--- config.mk ---
export PLATFORM = sky130hd
export DESIGN_NAME = bounded_sorted_set
export DESIGN_NICKNAME = d
export VERILOG_FILES = /design/src/rtl/bss_pkg.sv /design/src/rtl/bss_ctrl.sv /design/src/rtl/bss_dp.sv /design/src/rtl/bounded_sorted_set.sv
export SDC_FILE = /design/constraint.sdc
export NUM_CORES = 1
export LEC_CHECK = 0
export BUFFER_PORTS_ARGS = -buffer_cell sky130_fd_sc_hd__buf_2
export CORE_AREA = 10 10 209 211
export CTS_CLUSTER_DIAMETER = 40
export DETAILED_ROUTE_END_ITERATION = 7
export DIE_AREA = 0 0 219 221
export REMOVE_ABC_BUFFERS = 1
export SETUP_SLACK_MARGIN = 0.1
export SLEW_MARGIN = 20
export SYNTH_ARGS = -nofsm -noshare
export SYNTH_HDL_FRONTEND = slang
export SYNTH_HIERARCHICAL = 1
export SYNTH_SLANG_ARGS = --single-unit
export TNS_END_PERCENT = 5
--- constraint.sdc ---
create_clock -name clk -period 4.74 [get_ports clk]
set_clock_uncertainty 0.1 [all_clocks]
set_input_delay 0.948 -clock clk [delete_from_list [all_inputs] [get_ports clk]]
set_output_delay 0.948 -clock clk [all_outputs]
set_load 0.03 [all_outputs]
--- src/rtl/bss_pkg.sv ---
// Shared types and codes for the bounded sorted set.
// Holds command codes, result status codes, controller state and handshake structs.
// No dependencies.
`default_nettype none

package bss_pkg;

  localparam int FUNC_W   = 2;
  localparam int ELEM_W   = 8;
  localparam int STATUS_W = 3;
  localparam int COUNT_W  = 5;

  localparam logic [FUNC_W-1:0] FUNC_INSERT = 2'd0;
  localparam logic [FUNC_W-1:0] FUNC_REMOVE = 2'd1;
  localparam logic [FUNC_W-1:0] FUNC_QUERY  = 2'd2;

  localparam logic [STATUS_W-1:0] ST_INSERTED = 3'd0;
  localparam logic [STATUS_W-1:0] ST_PRESENT  = 3'd1;
  localparam logic [STATUS_W-1:0] ST_FULL     = 3'd2;
  localparam logic [STATUS_W-1:0] ST_REMOVED  = 3'd3;
  localparam logic [STATUS_W-1:0] ST_ABSENT   = 3'd4;
  localparam logic [STATUS_W-1:0] ST_FOUND    = 3'd5;
  localparam logic [STATUS_W-1:0] ST_NOTFOUND = 3'd6;

  typedef enum logic {
    S_IDLE = 1'b0,
    S_EXEC = 1'b1
  } bss_state_t;

  // Controller to datapath.
  typedef struct packed {
    logic load_in;
    logic exec;
  } bss_cmd_t;

  // Datapath to controller.
  typedef struct packed {
    logic out_busy;
  } bss_sts_t;

endpackage

`default_nettype wire

--- src/rtl/bss_ctrl.sv ---
// Controller state machine for the bounded sorted set.
// Sequences word capture and execution; depends on bss_pkg.
`default_nettype none

module bss_ctrl (
  input  wire                logic clk,
  input  wire                logic rst_n,
  input  wire                logic in_valid,
  output logic               in_ready,
  input  wire bss_pkg::bss_sts_t sts,
  output bss_pkg::bss_cmd_t  cmd
);

  bss_pkg::bss_state_t state_r, state_nxt;

  always_ff @(posedge clk) begin
    if (!rst_n) begin
      state_r <= bss_pkg::S_IDLE;
    end else begin
      state_r <= state_nxt;
    end
  end

  always_comb begin
    state_nxt   = state_r;
    in_ready    = 1'b0;
    cmd.load_in = 1'b0;
    cmd.exec    = 1'b0;
    case (state_r)
      bss_pkg::S_IDLE: begin
        in_ready = 1'b1;
        if (in_valid) begin
          cmd.load_in = 1'b1;
          state_nxt   = bss_pkg::S_EXEC;
        end
      end
      bss_pkg::S_EXEC: begin
        // hold until the result register can take the word
        if (!sts.out_busy) begin
          cmd.exec  = 1'b1;
          state_nxt = bss_pkg::S_IDLE;
        end
      end
      default: begin
        state_nxt = bss_pkg::S_IDLE;
      end
    endcase
  end

endmodule

`default_nettype wire

--- src/rtl/bss_dp.sv ---
// Datapath for the bounded sorted set: entry row, fill count, result register.
// Driven by bss_ctrl commands; depends on bss_pkg.
`default_nettype none

module bss_dp #(
  parameter int CAPACITY = 16
) (
  input  wire                        logic clk,
  input  wire                        logic rst_n,
  input  wire bss_pkg::bss_cmd_t     cmd,
  output bss_pkg::bss_sts_t          sts,
  input  wire logic [bss_pkg::FUNC_W-1:0]        in_func,
  input  wire logic signed [bss_pkg::ELEM_W-1:0] in_element,
  output logic                       out_valid,
  input  wire                        logic out_ready,
  output logic [bss_pkg::STATUS_W-1:0] out_status,
  output logic                       out_member,
  output logic [bss_pkg::COUNT_W-1:0] out_count,
  output logic                       out_full_res,
  output logic                       out_empty_res
);

  localparam int FW = $clog2(CAPACITY + 1);
  localparam int CW = (FW > bss_pkg::COUNT_W) ? FW : bss_pkg::COUNT_W;

  logic [bss_pkg::FUNC_W-1:0]        func_r;
  logic signed [bss_pkg::ELEM_W-1:0] elem_r;
  logic signed [bss_pkg::ELEM_W-1:0] ent_r   [CAPACITY];
  logic signed [bss_pkg::ELEM_W-1:0] ent_ins [CAPACITY];
  logic signed [bss_pkg::ELEM_W-1:0] ent_rem [CAPACITY];
  logic [FW-1:0]                     fill_r, fill_nxt;
  logic [CAPACITY-1:0]               eq, lt;
  logic                              found, full_now, do_ins, do_rem;
  logic [bss_pkg::STATUS_W-1:0]      status;
  logic [CW-1:0]                     fill_ext;
  logic                              out_valid_r;
  logic [bss_pkg::STATUS_W-1:0]      status_r;
  logic                              member_r, full_r, empty_r;
  logic [bss_pkg::COUNT_W-1:0]       count_r;

  // capture the command word
  always_ff @(posedge clk) begin
    if (cmd.load_in) begin
      func_r <= in_func;
      elem_r <= in_element;
    end
  end

  // per-slot compare and shift candidates
  for (genvar i = 0; i < CAPACITY; i++) begin : g_slot
    logic vld;
    assign vld   = (FW'(i) < fill_r);
    assign eq[i] = vld && (ent_r[i] == elem_r);
    assign lt[i] = vld && (ent_r[i] < elem_r);
    if (i == 0) begin : g_first
      assign ent_ins[i] = lt[i] ? ent_r[i] : elem_r;
    end else begin : g_rest
      assign ent_ins[i] = lt[i] ? ent_r[i] : (lt[i-1] ? elem_r : ent_r[i-1]);
    end
    if (i == CAPACITY - 1) begin : g_last
      assign ent_rem[i] = ent_r[i];
    end else begin : g_inner
      assign ent_rem[i] = lt[i] ? ent_r[i] : ent_r[i+1];
    end
  end

  assign found    = |eq;
  assign full_now = (fill_r == FW'(CAPACITY));
  assign do_ins   = (func_r == bss_pkg::FUNC_INSERT) && !found && !full_now;
  assign do_rem   = (func_r == bss_pkg::FUNC_REMOVE) && found;

  always_comb begin
    fill_nxt = fill_r;
    if (do_ins) begin
      fill_nxt = fill_r + FW'(1);
    end else if (do_rem) begin
      fill_nxt = fill_r - FW'(1);
    end
    case (func_r)
      bss_pkg::FUNC_INSERT: begin
        if (found) begin
          status = bss_pkg::ST_PRESENT;
        end else if (full_now) begin
          status = bss_pkg::ST_FULL;
        end else begin
          status = bss_pkg::ST_INSERTED;
        end
      end
      bss_pkg::FUNC_REMOVE: begin
        status = found ? bss_pkg::ST_REMOVED : bss_pkg::ST_ABSENT;
      end
      default: begin
        status = found ? bss_pkg::ST_FOUND : bss_pkg::ST_NOTFOUND;
      end
    endcase
  end

  assign fill_ext = CW'(fill_nxt);

  always_ff @(posedge clk) begin
    if (cmd.exec) begin
      for (int k = 0; k < CAPACITY; k++) begin
        if (do_ins) begin
          ent_r[k] <= ent_ins[k];
        end else if (do_rem) begin
          ent_r[k] <= ent_rem[k];
        end
      end
    end
  end

  always_ff @(posedge clk) begin
    if (!rst_n) begin
      fill_r      <= '0;
      out_valid_r <= 1'b0;
    end else begin
      if (cmd.exec) begin
        fill_r <= fill_nxt;
      end
      if (cmd.exec) begin
        out_valid_r <= 1'b1;
      end else if (out_ready) begin
        out_valid_r <= 1'b0;
      end
    end
  end

  always_ff @(posedge clk) begin
    if (cmd.exec) begin
      status_r <= status;
      member_r <= found;
      count_r  <= fill_ext[bss_pkg::COUNT_W-1:0];
      full_r   <= (fill_nxt == FW'(CAPACITY));
      empty_r  <= (fill_nxt == '0);
    end
  end

  assign sts.out_busy  = out_valid_r && !out_ready;
  assign out_valid     = out_valid_r;
  assign out_status    = status_r;
  assign out_member    = member_r;
  assign out_count     = count_r;
  assign out_full_res  = full_r;
  assign out_empty_res = empty_r;

  a_fill_bound: assert property (@(posedge clk) disable iff (!rst_n)
    fill_r <= FW'(CAPACITY))
    else $error("fill count above capacity");

  a_fill_hold: assert property (@(posedge clk) disable iff (!rst_n)
    !cmd.exec |=> $stable(fill_r))
    else $error("fill count moved without an executed word");

  a_no_overrun: assert property (@(posedge clk) disable iff (!rst_n)
    cmd.exec |-> !(out_valid_r && !out_ready))
    else $error("result register overwritten before it was taken");

  a_result_up: assert property (@(posedge clk) disable iff (!rst_n)
    cmd.exec |=> out_valid_r)
    else $error("executed word produced no result");

endmodule

`default_nettype wire

--- src/rtl/bounded_sorted_set.sv ---
// Bounded sorted set: top level joining bss_ctrl and bss_dp; depends on bss_pkg.
// The result word is registered at the execute step, which follows the capture of the word.
// A new word is accepted only after the execute step of the previous one, as the controller
// sequences capture and execute; a waiting result stalls the execute step until the consumer
// takes it.
// Reset (rst_n low, synchronous): the set is emptied and no result is pending.
`default_nettype none

module bounded_sorted_set #(
  parameter int CAPACITY = 16
) (
  input  wire  logic clk,
  input  wire  logic rst_n,
  input  wire  logic in_valid,
  output logic in_ready,
  input  wire  logic [bss_pkg::FUNC_W-1:0]        in_func,
  input  wire  logic signed [bss_pkg::ELEM_W-1:0] in_element,
  output logic out_valid,
  input  wire  logic out_ready,
  output logic [bss_pkg::STATUS_W-1:0] out_status,
  output logic out_member,
  output logic [bss_pkg::COUNT_W-1:0]  out_count,
  output logic out_full_res,
  output logic out_empty_res
);

  // Command path: controller captures a word, then orders one execute step.
  bss_pkg::bss_cmd_t cmd;
  // Status path: datapath reports a result still waiting to be taken.
  bss_pkg::bss_sts_t sts;

  bss_ctrl u_ctrl (
    .clk      (clk),
    .rst_n    (rst_n),
    .in_valid (in_valid),
    .in_ready (in_ready),
    .sts      (sts),
    .cmd      (cmd)
  );

  // Entries sit in a row of registers kept sorted; every slot is compared with
  // the element at once, and insert/remove shift the entries from the element's position onward in one step.
  bss_dp #(
    .CAPACITY (CAPACITY)
  ) u_dp (
    .clk           (clk),
    .rst_n         (rst_n),
    .cmd           (cmd),
    .sts           (sts),
    .in_func       (in_func),
    .in_element    (in_element),
    .out_valid     (out_valid),
    .out_ready     (out_ready),
    .out_status    (out_status),
    .out_member    (out_member),
    .out_count     (out_count),
    .out_full_res  (out_full_res),
    .out_empty_res (out_empty_res)
  );

endmodule

`default_nettype wire
Word-level counts from Yosys, hierarchy flattened:

Memory sizes are Yosys's and may differ from the RTL's.
Cells that the tools add are included.

* $add $sub $neg: 2
* magnitude comparators: 32
* equality and inequality tests: 19
* muxes and demuxes: 85
* bitwise logic cells: 17
* reduce and logical (&&, ||, !) cells: 43

Operators with widths (number)
* $mux 8: 62
* $eq 8x8->1: 16
* $lt 8x8->1: 16
* $lt 4x5->1 const A: 8
* $logic_and 1x1->1: 36
* $lt 3x5->1 const A: 4
* $or 1x1->1: 16
* $reduce_or 16->1: 1
* $mux 1: 15
* $eq 5x5->1 const B: 2
* $lt 1x5->1 const A: 2
* $lt 2x5->1 const A: 2
* $mux 5: 2
* $mux 3: 2
* $pmux 3 s2: 1
* $add 5x1->5 const B: 1
* $logic_not 5->1: 1
* $sub 5x1->5 const B: 1
* $mux 2: 2
* $logic_not 1->1: 3
* $eq 2x1->1 const B: 1
* $logic_not 2->1: 1
* $pmux 1 s2: 1
* $reduce_bool 2->1: 1
* $not 1->1: 1

* register bits: 28
* bits in writable memories: 128
* input port bits: 14
* output and inout port bits: 13
* word-level logic and storage cells: 209
* memories kept: 1

Memory list
* u_dp.ent_r: words 16, width 8, read ports 16, clocked after memory_dff 0, write ports 16, RTL line bss_dp.sv:28 `logic signed [bss_pkg::ELEM_W-1:0] ent_r [CAPACITY];`

Logic depth before layout (Yosys ltp):

Gate-level depths: netlist of run 1.
An unclocked memory read counts as a cell.

* word-level depth: 11
* mapped depth: 12

Cells and area by module:

Netlist of run 1, hierarchy kept.

Modules (own cells, without submodules)
* bss_dp: instances 1, cells each 1059, area an instance 10877.9 um2, sequential area each 4594.4 um2
* bss_ctrl: instances 1, cells each 6, area an instance 47.5 um2, sequential area each 20.0 um2

Worst setup path before layout of run 1:

OpenSTA, ideal clock, no wires.

* kind: reg2reg
* from: reg u_dp/elem_r[5] (netlist name)
* to: mem u_dp/ent_r[15][0] (netlist name) (enable)
* setup time: 0.383 ns
* arrival time: 3.104 ns
* setup slack: 1.153 ns
* stages on the path, launching flop included: 12
* path buffers: 1
* path through: edfxtp_1 inv_1 ha_1 nand4_1 or3_1 o311a_1 and4_4 a21boi_2 a21oi_1 nand2b_1 buf_2 nor3_1

RTL lines
* start, declared: RTL line bss_dp.sv:27 `logic signed [bss_pkg::ELEM_W-1:0] elem_r;`
* start signal, assigned: RTL line bss_dp.sv:45 `elem_r <= in_element;`
* end, declared: RTL line bss_dp.sv:28

==> flow_metrics.py, run 1 <==
metrics = {
    "clock_tree": {
        "cts_tree": "yes",
        "cts_buffers": 17,
        "clock_path_buffers": 2,
        "holdBufCountCts": 0,
        "ctsResizeCount": 0,
        "htreeDepth": 4,
        "insertion_delay_ns": 0.43,
        "cts_root_buf": "clkbuf_16",
        "cts_sinks": 156,
        "clkSlewWorstSetupHoldPaths_ns": 0.07,
        "cts_setup_buffers": 0,
    },
    "logic_synthesis": {
        "synth_edf_count": 149,
        "seq_area_frac_synth_pct": 42.2,
        "synth.avg_cell_area_sq_um": 10.3,
        "synthArstFlopShare_pct": 0,
        "yosys-top-cells-area": "edfxtp_1 41%, ha_1 15%, mux2i_1 9.7%",
        "synth.distinct_cells": 70,
        "syn-instance-count": 1065,
        "synth_area_sq_mm": 0.0109,
        "ys_ff_latch": 156,
        "yosysTopAreaCell": "edfxtp_1",
        "yosysWarningCount": 6,
        "ys.flop_type": "edfxtp_1",
        "netlist.area_leader.share_pct": 41.0,
    },
    "route": {
        "viasPerCell": 5.24,
        "dr.pass1.iters": 5,
        "wl_microns": 32100,
        "vias": 8554,
        "wl_per_cell_microns": 19.6,
        "drt_iter0_drc": 874,
        "drc_errors": 0,
        "detail-route-antenna-nets": 0,
    },
    "die": {
        "die_h_microns": 221,
        "core_sq_mm": 0.0395,
        "die_width_microns": 219,
        "initial_core_util_pct": 27.7,
        "fp-row-count": 73,
        "dieArea_sq_mm": 0.0484,
        "pin_count": 27,
    },
    "layout": {
        "multi_input_area_sq_mm": 0.00593,
        "fin_cells": 1634,
        "syn2layout_area_growth_pct": 13.3,
        "finalNetCount": 1242,
        "nFillCells": 4101,
        "final_util_pct": 31.4,
        "n_antenna_cell": 0,
        "layout-drive-gt1-share_pct": 12.1,
        "seqCellArea_sq_mm": 0.00461,
    },
    "setup_path": {
        "critPathLaunchType": "register",
        "crit_path_end_kind": "register",
        "cp_max_fo": 22,
        "crit_type": "reg2reg",
        "crit_arrival_ns": 4.27,
        "required_ns": 4.69,
    },
    "sta": {
        "final_max_slew_viol_count": 0,
        "post-route-period-util_pct": 91.2,
        "period_minus_slack_ns": 4.32,
        "hold_viol_final": 0,
        "setup_tns_ns": 0,
        "slew_headroom_pct": 31.4,
        "finalSetupViolations": 0,
        "fmax_mhz": 231,
        "rsz0062_at_grt": "false",
        "worst_pin_slew_ns": 1.03,
    },
    "global_routing": {
        "overflow": 0,
        "grt_pass1_wl_microns": 49900,
        "antenna_found_initial": 0,
        "grt_usage_pct": 13.1,
        "grt_max_degree": 68,
        "grt_pass1_vias": 8585,
    },
    "power_and_ir_drop": {
        "p_leak_nw": 4.65,
        "worst_ir_drop_vdd_mv": 0.150,
        "finalPower_mw": 3.25,
        "power.density_mw_per_mm2": 262,
    },
    "min_path": {
        "holdCritPathClass": "reg2reg",
    },
    "place": {
        "placed_cells": 1602,
        "port_buffers": 26,
        "dpl.hpwl_microns": 22600,
        "place.gp.congestion": 0.909,
    },
    "status": {
        "status": "finished clean",
    },
    "run": {
        "drv_cap": 0,
    },
}
==> through the flow <==
stage                     worst slack, ns  hold slack (ns)  area, sq um
after floorplan                    -0.833            0.444        10700
after global placement              0.566            0.467        11800
after detailed placement            0.434            0.483        11800
after CTS                           0.380            0.502        12400
after global routing                0.113            0.553        12400
final                               0.419            0.518        12400
==> power breakdown <==
group          internal, mW  switching (mW)  leakage, nW
Sequential             1.53          0.0298         1.42
Clock                 0.746           0.615        0.280
Combinational         0.123           0.203         2.95
Total                  2.40           0.848         4.65
==> registers in the layout (all words and copies together), names as in the netlist, 2 cells and up <==
| signal | count |
|---|---|
| u_dp/ent_r | 128 |
| u_dp/elem_r | 8 |
| u_dp/fill_r | 5 |
| u_dp/out_count | 5 |
| u_dp/out_status | 3 |
| u_dp/func_r | 2 |
==> worst paths after layout <==
check,slack [ns],from,to,depth (start not counted)
min reg2reg,0.52,u_ctrl/state_r,u_ctrl/state_r,2
max reg2reg,0.42,u_dp/elem_r[0],u_dp/ent_r[5][1],11
max,0.42,u_dp/elem_r[0],u_dp/ent_r[5][1],11
min,0.52,u_ctrl/state_r,u_ctrl/state_r,2
==> worst max-delay path: stages (launching register included) <==
cell,delay [ns]
edfxtp_1,0.81
ha_1,0.49
nand4_1,0.11
a2111oi_0,0.67
a21oi_1,0.09
and4_4,0.21
a21boi_2,0.12
buf_4,0.18
a21oi_1,0.09
nand2b_1,0.19
buf_4,0.23
nor2_1,0.63
==> per-layer routing <==
metal | vias to the layer above | track usage, % | wire (microns)
li1 | 4021 | - | -
met1 | 4170 | 18.4 | 14400
met5 | - | 0 | 0
met3 | 61 | 1.84 | 2220
met2 | 302 | 20.3 | 14700
met4 | 0 | 4.23 | 714
==> cell families after synthesis <==
| logic type | synth area share [%] |
|---|---|
| AOI/OAI and AO/OA | 13.5 |
| xor gates and xnor gates | 0.527 |
| adders and majority gates | 15.1 |
| buffers and inverters | 3.70 |
| DFF | 42.2 |
| muxes | 11.5 |
| and+or+nand+nor | 13.5 |
==> area by class of cell <==
cell class                      instances  area share, %
Clock inverter                         14           1.19
Sequential cell                       156           37.3
Clock buffer                           18           3.47
Inverter                               41           1.26
Multi-Input combinational cell        813           47.9
Tap cell                              525           5.31
Timing Repair Buffer                   67           3.64
==> cells in the final DEF, fill, tap and decap left out, types with 18 or more instances in the layout <==
cell and instances:
inv_1 39, mux2i_1 106, buf_4 40, nor2_1 159
o21ai_0 20, a21oi_1 154, o21a_1 19, nand2_1 41
nand4_1 24, nand2b_1 18, ha_1 132, buf_2 26
edfxtp_1 149
==> cells in the mapped netlist, types with 7 or more instances <==
cell type,n
a211oi_1,7
a21oi_1,154
buf_1,14
buf_2,18
clkbuf_1,19
dfxtp_1,7
edfxtp_1,149
ha_1,132
inv_1,39
mux2_2,11
mux2i_1,106
nand2_1,41
nand2b_1,18
nand3_1,15
nand4_1,24
nor2_1,160
nor2b_1,18
nor3_1,7
o21a_1,19
o21ai_0,20
Note: power is estimated with default switching activity, not from simulation.
==> inputs of run 2 (changes only) <==
- CAP_MARGIN: not set -> 20
- CORE_AREA: 10 10 209 211 -> 10 10 151 293
- DIE_AREA: 0 0 219 221 -> 0 0 161 303
- clock period: 4.74 -> 4.8 ns (I/O delays scaled with it)
==> flow_metrics.py, run 2 (synthesized netlist as in run 1, its figures left out) <==
metrics = {
    "layout": {
        "reg_top3": "u_dp/ent_r x128, u_dp/elem_r x8",
        "regMostFlops": "u_dp/ent_r",
        "final_common_cell": "nor2_1",
        "fin_cells": 1644,
        "n_antenna_cell": 0,
        "syn2layout_area_growth_pct": 13.9,
        "layout-drive-gt1-share_pct": 12.7,
        "layout_common_cells": "159 x nor2_1, 154 x a21oi_1, 149 x edfxtp_1, 132 x ha_1, 106 x mux2i_1",
        "largest_register_ffs": 128,
        "finalNetCount": 1252,
        "nFillCells": 4047,
    },
    "sta": {
        "slew_headroom_pct": 29.4,
        "finalSetupViolations": 0,
        "fmax_mhz": 255,
        "fin_hold_ws_ns": 0.504,
        "rsz0062_at_grt": "false",
        "post-route-period-util_pct": 81.7,
        "worst_pin_slew_ns": 1.06,
        "final_max_slew_viol_count": 0,
        "period_minus_slack_ns": 3.92,
        "hold_viol_final": 0,
    },
    "place": {
        "placed_cells": 1612,
        "dpl.hpwl_microns": 28100,
        "port_buffers": 26,
        "place.gp.congestion": 0.921,
    },
    "setup_path": {
        "crit_buf_inv": 4,
        "r2r_cells": 12,
        "cp_max_fo": 16,
        "slowest_stage": "nor2b_1",
        "crit_top_cell": "buf_4",
        "path_delay_family": "simple AND/OR/NAND/NOR gates",
        "critPathLaunchType": "register",
        "path_cells": "inv_1 > buf_4 > ha_1 > nand4_1 > nor4_1 > buf_4 > nor4_4 > and2_4 > a21oi_1 > nand2b_1 > buf_4 > nor2b_1",
        "rr_startpoint": "u_dp/elem_r[1]",
        "crit_arrival_ns": 3.90,
        "crit_path_end_kind": "register",
        "crit_path_end": "u_dp/ent_r[12][4]",
        "r2r_slack_ns": 0.88,
        "required_ns": 4.77,
        "slowest_delay_ns": 0.62,
        "rr_endpoint": "u_dp/ent_r[12][4]",
        "crit_type": "reg2reg",
        "cp_num_cells": 12,
        "startpoint": "u_dp/elem_r[1]",
    },
    "clock_tree": {
        "cts_sinks": 156,
        "cts_setup_buffers": 0,
        "clkSlewWorstSetupHoldPaths_ns": 0.07,
        "insertion_delay_ns": 0.45,
        "ctsResizeCount": 0,
        "cts_tree": "yes",
        "htreeDepth": 4,
        "cts_root_buf": "clkbuf_16",
        "clock_path_buffers": 2,
        "holdBufCountCts": 0,
        "cts_buffers": 17,
    },
    "die": {
        "die_h_microns": 303,
        "fp-row-count": 103,
        "die_width_microns": 161,
        "initial_core_util_pct": 27.7,
        "core_sq_mm": 0.0394,
        "dieArea_sq_mm": 0.0488,
        "pin_count": 27,
    },
    "global_routing": {
        "gr-max-usage-layer": "met2",
        "grt_max_degree": 125,
        "gr-usage-met2_pct": 28.3,
        "met3_usage_pct": 2.54,
        "grt_pass1_vias": 8972,
        "overflow": 0,
        "grt_usage_pct": 14.9,
        "grt_pass1_wl_microns": 54400,
        "grtUsageMet1_pct": 12.7,
        "antenna_found_initial": 0,
    },
    "power_and_ir_drop": {
        "p_sw_share_pct": 26.0,
        "worst_ir_drop_vdd_mv": 0.256,
        "intPower_mw": 2.36,
        "power_frac_clock_pct": 40.8,
        "power.density_mw_per_mm2": 256,
        "finalPower_mw": 3.18,
        "p_leak_nw": 4.67,
        "switchingPower_mw": 0.826,
        "comb_power_share_pct": 10.7,
        "seqPwrFrac_pct": 48.5,
    },
    "route": {
        "detail-route-antenna-nets": 0,
        "drc_errors": 0,
        "wl_microns": 37000,
        "wl_per_cell_microns": 22.5,
        "viasPerCell": 5.31,
        "drt_iter0_drc": 517,
        "dr.pass1.iters": 6,
        "vias": 8730,
    },
    "status": {
        "status": "finished clean",
    },
    "min_path": {
        "holdCritPathClass": "reg2reg",
    },
    "run": {
        "drv_cap": 0,
    },
}
## run 2: per-stage QoR
stage	setup WS [ns]	cell area [sq um]	TNS [ns]	utilization (%)
2_1_floorplan	-0.773	10700	-7.75	-
3_3_place_gp	0.986	11900	0	30.1
3_5_place_dp	0.954	11900	0	30.1
4_1_cts	0.927	12400	0	31.6
5_1_grt	0.711	12400	0	31.6
6_report	0.878	12400	0	31.6
## run 2: routing by layer
metal | routed length [microns] | vias to the layer above
li1 | - | 4038
met1 | 11500 | 4173
met2 | 20000 | 338
met3 | 1510 | 181
met4 | 3900 | 0
met5 | 0 | -
## run 2: power groups by stage
stage	sequential [mW]	combinational, mW	clock [mW]
after floorplan	1.58	0.187	0
after global placement	1.57	0.327	0
after detailed placement	1.57	0.335	0
after CTS	1.54	0.337	1.32
after global routing	1.54	0.373	1.37
final	1.54	0.341	1.30
## run 2: final cells by class
type | instances | area [sq um] | share of cell area, %
tap | 525 | 657 | 5.28
clock inverter | 13 | 121 | 0.975
timing repair buffer | 77 | 538 | 4.32
multi-input combinational | 813 | 5920 | 47.6
inverter | 41 | 156 | 1.26
clock buffer | 19 | 433 | 3.48
sequential | 156 | 4610 | 37.1
## run 2: worst min-delay path by stage
stage,end,from,slack (ns),cells after the start
2_1_floorplan,u_dp/out_status[2],u_dp/func_r[1],0.44,1
3_5_place_dp,u_dp/out_status[2],u_dp/func_r[1],0.47,1
4_1_cts,u_dp/out_status[2],u_dp/func_r[1],0.50,1
3_3_place_gp,u_dp/out_status[2],u_dp/func_r[1],0.49,1
6_report,u_dp/out_status[2],u_dp/func_r[1],0.50,1
5_1_grt,u_dp/out_status[2],u_dp/func_r[1],0.52,1
==> inputs of run 3 (changes only) <==
- clock period: 4.8 -> 3.9 ns (I/O delays scaled with it)
==> flow_metrics.py, run 3 (synthesized netlist as in run 1, its figures left out) <==
metrics = {
    "status": {
        "status": "finished clean",
    },
    "route": {
        "vias": 8755,
        "drt_iter0_drc": 490,
        "viasPerCell": 5.31,
        "wl_per_cell_microns": 23.1,
        "drc_errors": 0,
        "dr.pass1.iters": 5,
        "detail-route-antenna-nets": 0,
        "wl_microns": 38200,
    },
    "setup_path": {
        "crit_arrival_ns": 3.52,
        "slowest_stage": "dfxtp_1",
        "slowest_delay_ns": 0.43,
        "critPathLaunchType": "register",
        "crit_path_end_kind": "register",
        "cp_max_fo": 9,
        "crit_top_cell": "buf_4",
        "required_ns": 3.90,
        "crit_type": "reg2reg",
        "r2r_cells": 12,
        "crit_buf_inv": 4,
        "path_cells": "buf_12 > a211oi_1 > buf_4 > nor3_1 > buf_4 > nor4_1 > and4_4 > and2_4 > a21oi_1 > nand2b_1 > buf_4 > nor2_2",
        "cp_num_cells": 12,
        "path_delay_family": "simple AND/OR/NAND/NOR gates",
        "r2r_slack_ns": 0.37,
    },
    "power_and_ir_drop": {
        "power.density_mw_per_mm2": 318,
        "power_frac_clock_pct": 41.9,
        "switchingPower_mw": 1.08,
        "p_leak_nw": 4.76,
        "p_sw_share_pct": 27.0,
        "seqPwrFrac_pct": 47.3,
        "worst_ir_drop_vdd_mv": 0.306,
        "intPower_mw": 2.93,
        "comb_power_share_pct": 10.8,
    },
    "layout": {
        "reg_top3": "u_dp/ent_r x128, u_dp/elem_r x8",
        "syn2layout_area_growth_pct": 15.7,
        "fin_cells": 1650,
        "final_common_cell": "a21oi_1",
        "layout-drive-gt1-share_pct": 14.4,
        "largest_register_ffs": 128,
        "finalNetCount": 1259,
        "n_antenna_cell": 0,
        "fin_area_sq_mm": 0.0126,
        "regMostFlops": "u_dp/ent_r",
        "layout_common_cells": "154 x a21oi_1, 149 x edfxtp_1, 147 x nor2_1, 132 x ha_1, 106 x mux2i_1",
    },
    "clock_tree": {
        "cts_root_buf": "clkbuf_16",
        "htreeDepth": 4,
        "clock_path_buffers": 2,
        "holdBufCountCts": 0,
        "cts_buffers": 17,
        "cts_sinks": 156,
        "clkSlewWorstSetupHoldPaths_ns": 0.07,
        "insertion_delay_ns": 0.45,
        "cts_tree": "yes",
    },
    "die": {
        "pin_count": 27,
        "dieArea_sq_mm": 0.0488,
        "die_h_microns": 303,
        "core_sq_mm": 0.0394,
        "die_width_microns": 161,
        "initial_core_util_pct": 27.7,
        "fp-row-count": 103,
    },
    "sta": {
        "worst_slack_ns": 0.372,
        "rsz0062_at_grt": "false",
        "hold_viol_final": 0,
        "final_max_slew_viol_count": 0,
        "finalSetupViolations": 0,
        "period_minus_slack_ns": 3.53,
        "post-route-period-util_pct": 90.5,
        "fmax_mhz": 283,
        "worst_pin_slew_ns": 0.542,
        "fin_hold_ws_ns": 0.404,
        "slew_headroom_pct": 63.8,
    },
    "run": {
        "drv_cap": 0,
    },
    "place": {
        "dp_slack_ns": 0.275,
        "dpl.hpwl_microns": 29500,
        "placed_cells": 1619,
        "place.gp.congestion": 0.917,
        "placed_cell_area_sq_mm": 0.0120,
        "port_buffers": 26,
    },
    "global_routing": {
        "antenna_found_initial": 0,
        "grt_pass1_vias": 9049,
        "grt_pass1_wl_microns": 55800,
        "overflow": 0,
        "grt_max_degree": 103,
        "grt_usage_pct": 15.5,
    },
    "min_path": {
        "holdPathStages": 1,
        "holdCritPathClass": "in2reg",
    },
}
[run 3: cell count changes in the layout (fill, tap and decap cells not counted)]
cell / delta
buf_12: +7
clkbuf_1: -2
clkinv_2: -1
clkinv_4: -1
clkinvlp_4: -4
inv_6: +2
inv_8: +5
nor2_1: -12
nor2_2: +12
[run 3: repair_timing]
item | CTS | global route
endpoints found under the setup margin | 0 | 96
gates resized for setup | 0 | 12
buffers inserted | 0 | 0
[run 3: stage by stage]
step	setup TNS (ns)	power (mW)	utilization (%)
4_1_cts	0	4.04	32.0
5_1_grt	0	4.15	32.0
2_1_floorplan	-113.08	2.17	-
3_5_place_dp	0	2.36	30.5
6_report	0	4.01	32.0
3_3_place_gp	0	2.35	30.5
[run 3: power groups by stage]
stage | Sequential [mW] | Clock, mW | Combinational (mW)
2_1_floorplan | 1.94 | 0 | 0.230
3_3_place_gp | 1.93 | 0 | 0.417
3_5_place_dp | 1.93 | 0 | 0.426
4_1_cts | 1.90 | 1.71 | 0.429
5_1_grt | 1.90 | 1.78 | 0.473
6_report | 1.90 | 1.68 | 0.434
[run 3: cell type report]
cell class | count | area (sq um)
clock buffer | 17 | 425
clock inverter | 14 | 151
fill | 4074 | 26800
inverter | 41 | 156
multi-input combinational | 813 | 5950
sequential | 156 | 4610
tap | 525 | 657
timing repair buffer | 84 | 678
[run 3: worst paths after layout]
path	to	startpoint
worst max-delay path	u_dp/ent_r[9][6]	u_dp/fill_r[4]
worst min-delay path	u_dp/elem_r[4]	in_element[4]
worst max register to register	u_dp/ent_r[9][6]	u_dp/fill_r[4]
worst min register to register	u_ctrl/state_r	u_ctrl/state_r
[run 3: routing by layer]
layer | global-route usage, % | part of all wire, % | vias to the layer above
li1 | - | - | 4048
met1 | 13.3 | 32 | 4215
met2 | 30.1 | 56 | 324
met3 | 2.54 | 3.7 | 168
met4 | 13.2 | 8.8 | 0
met5 | 0 | 0 | -
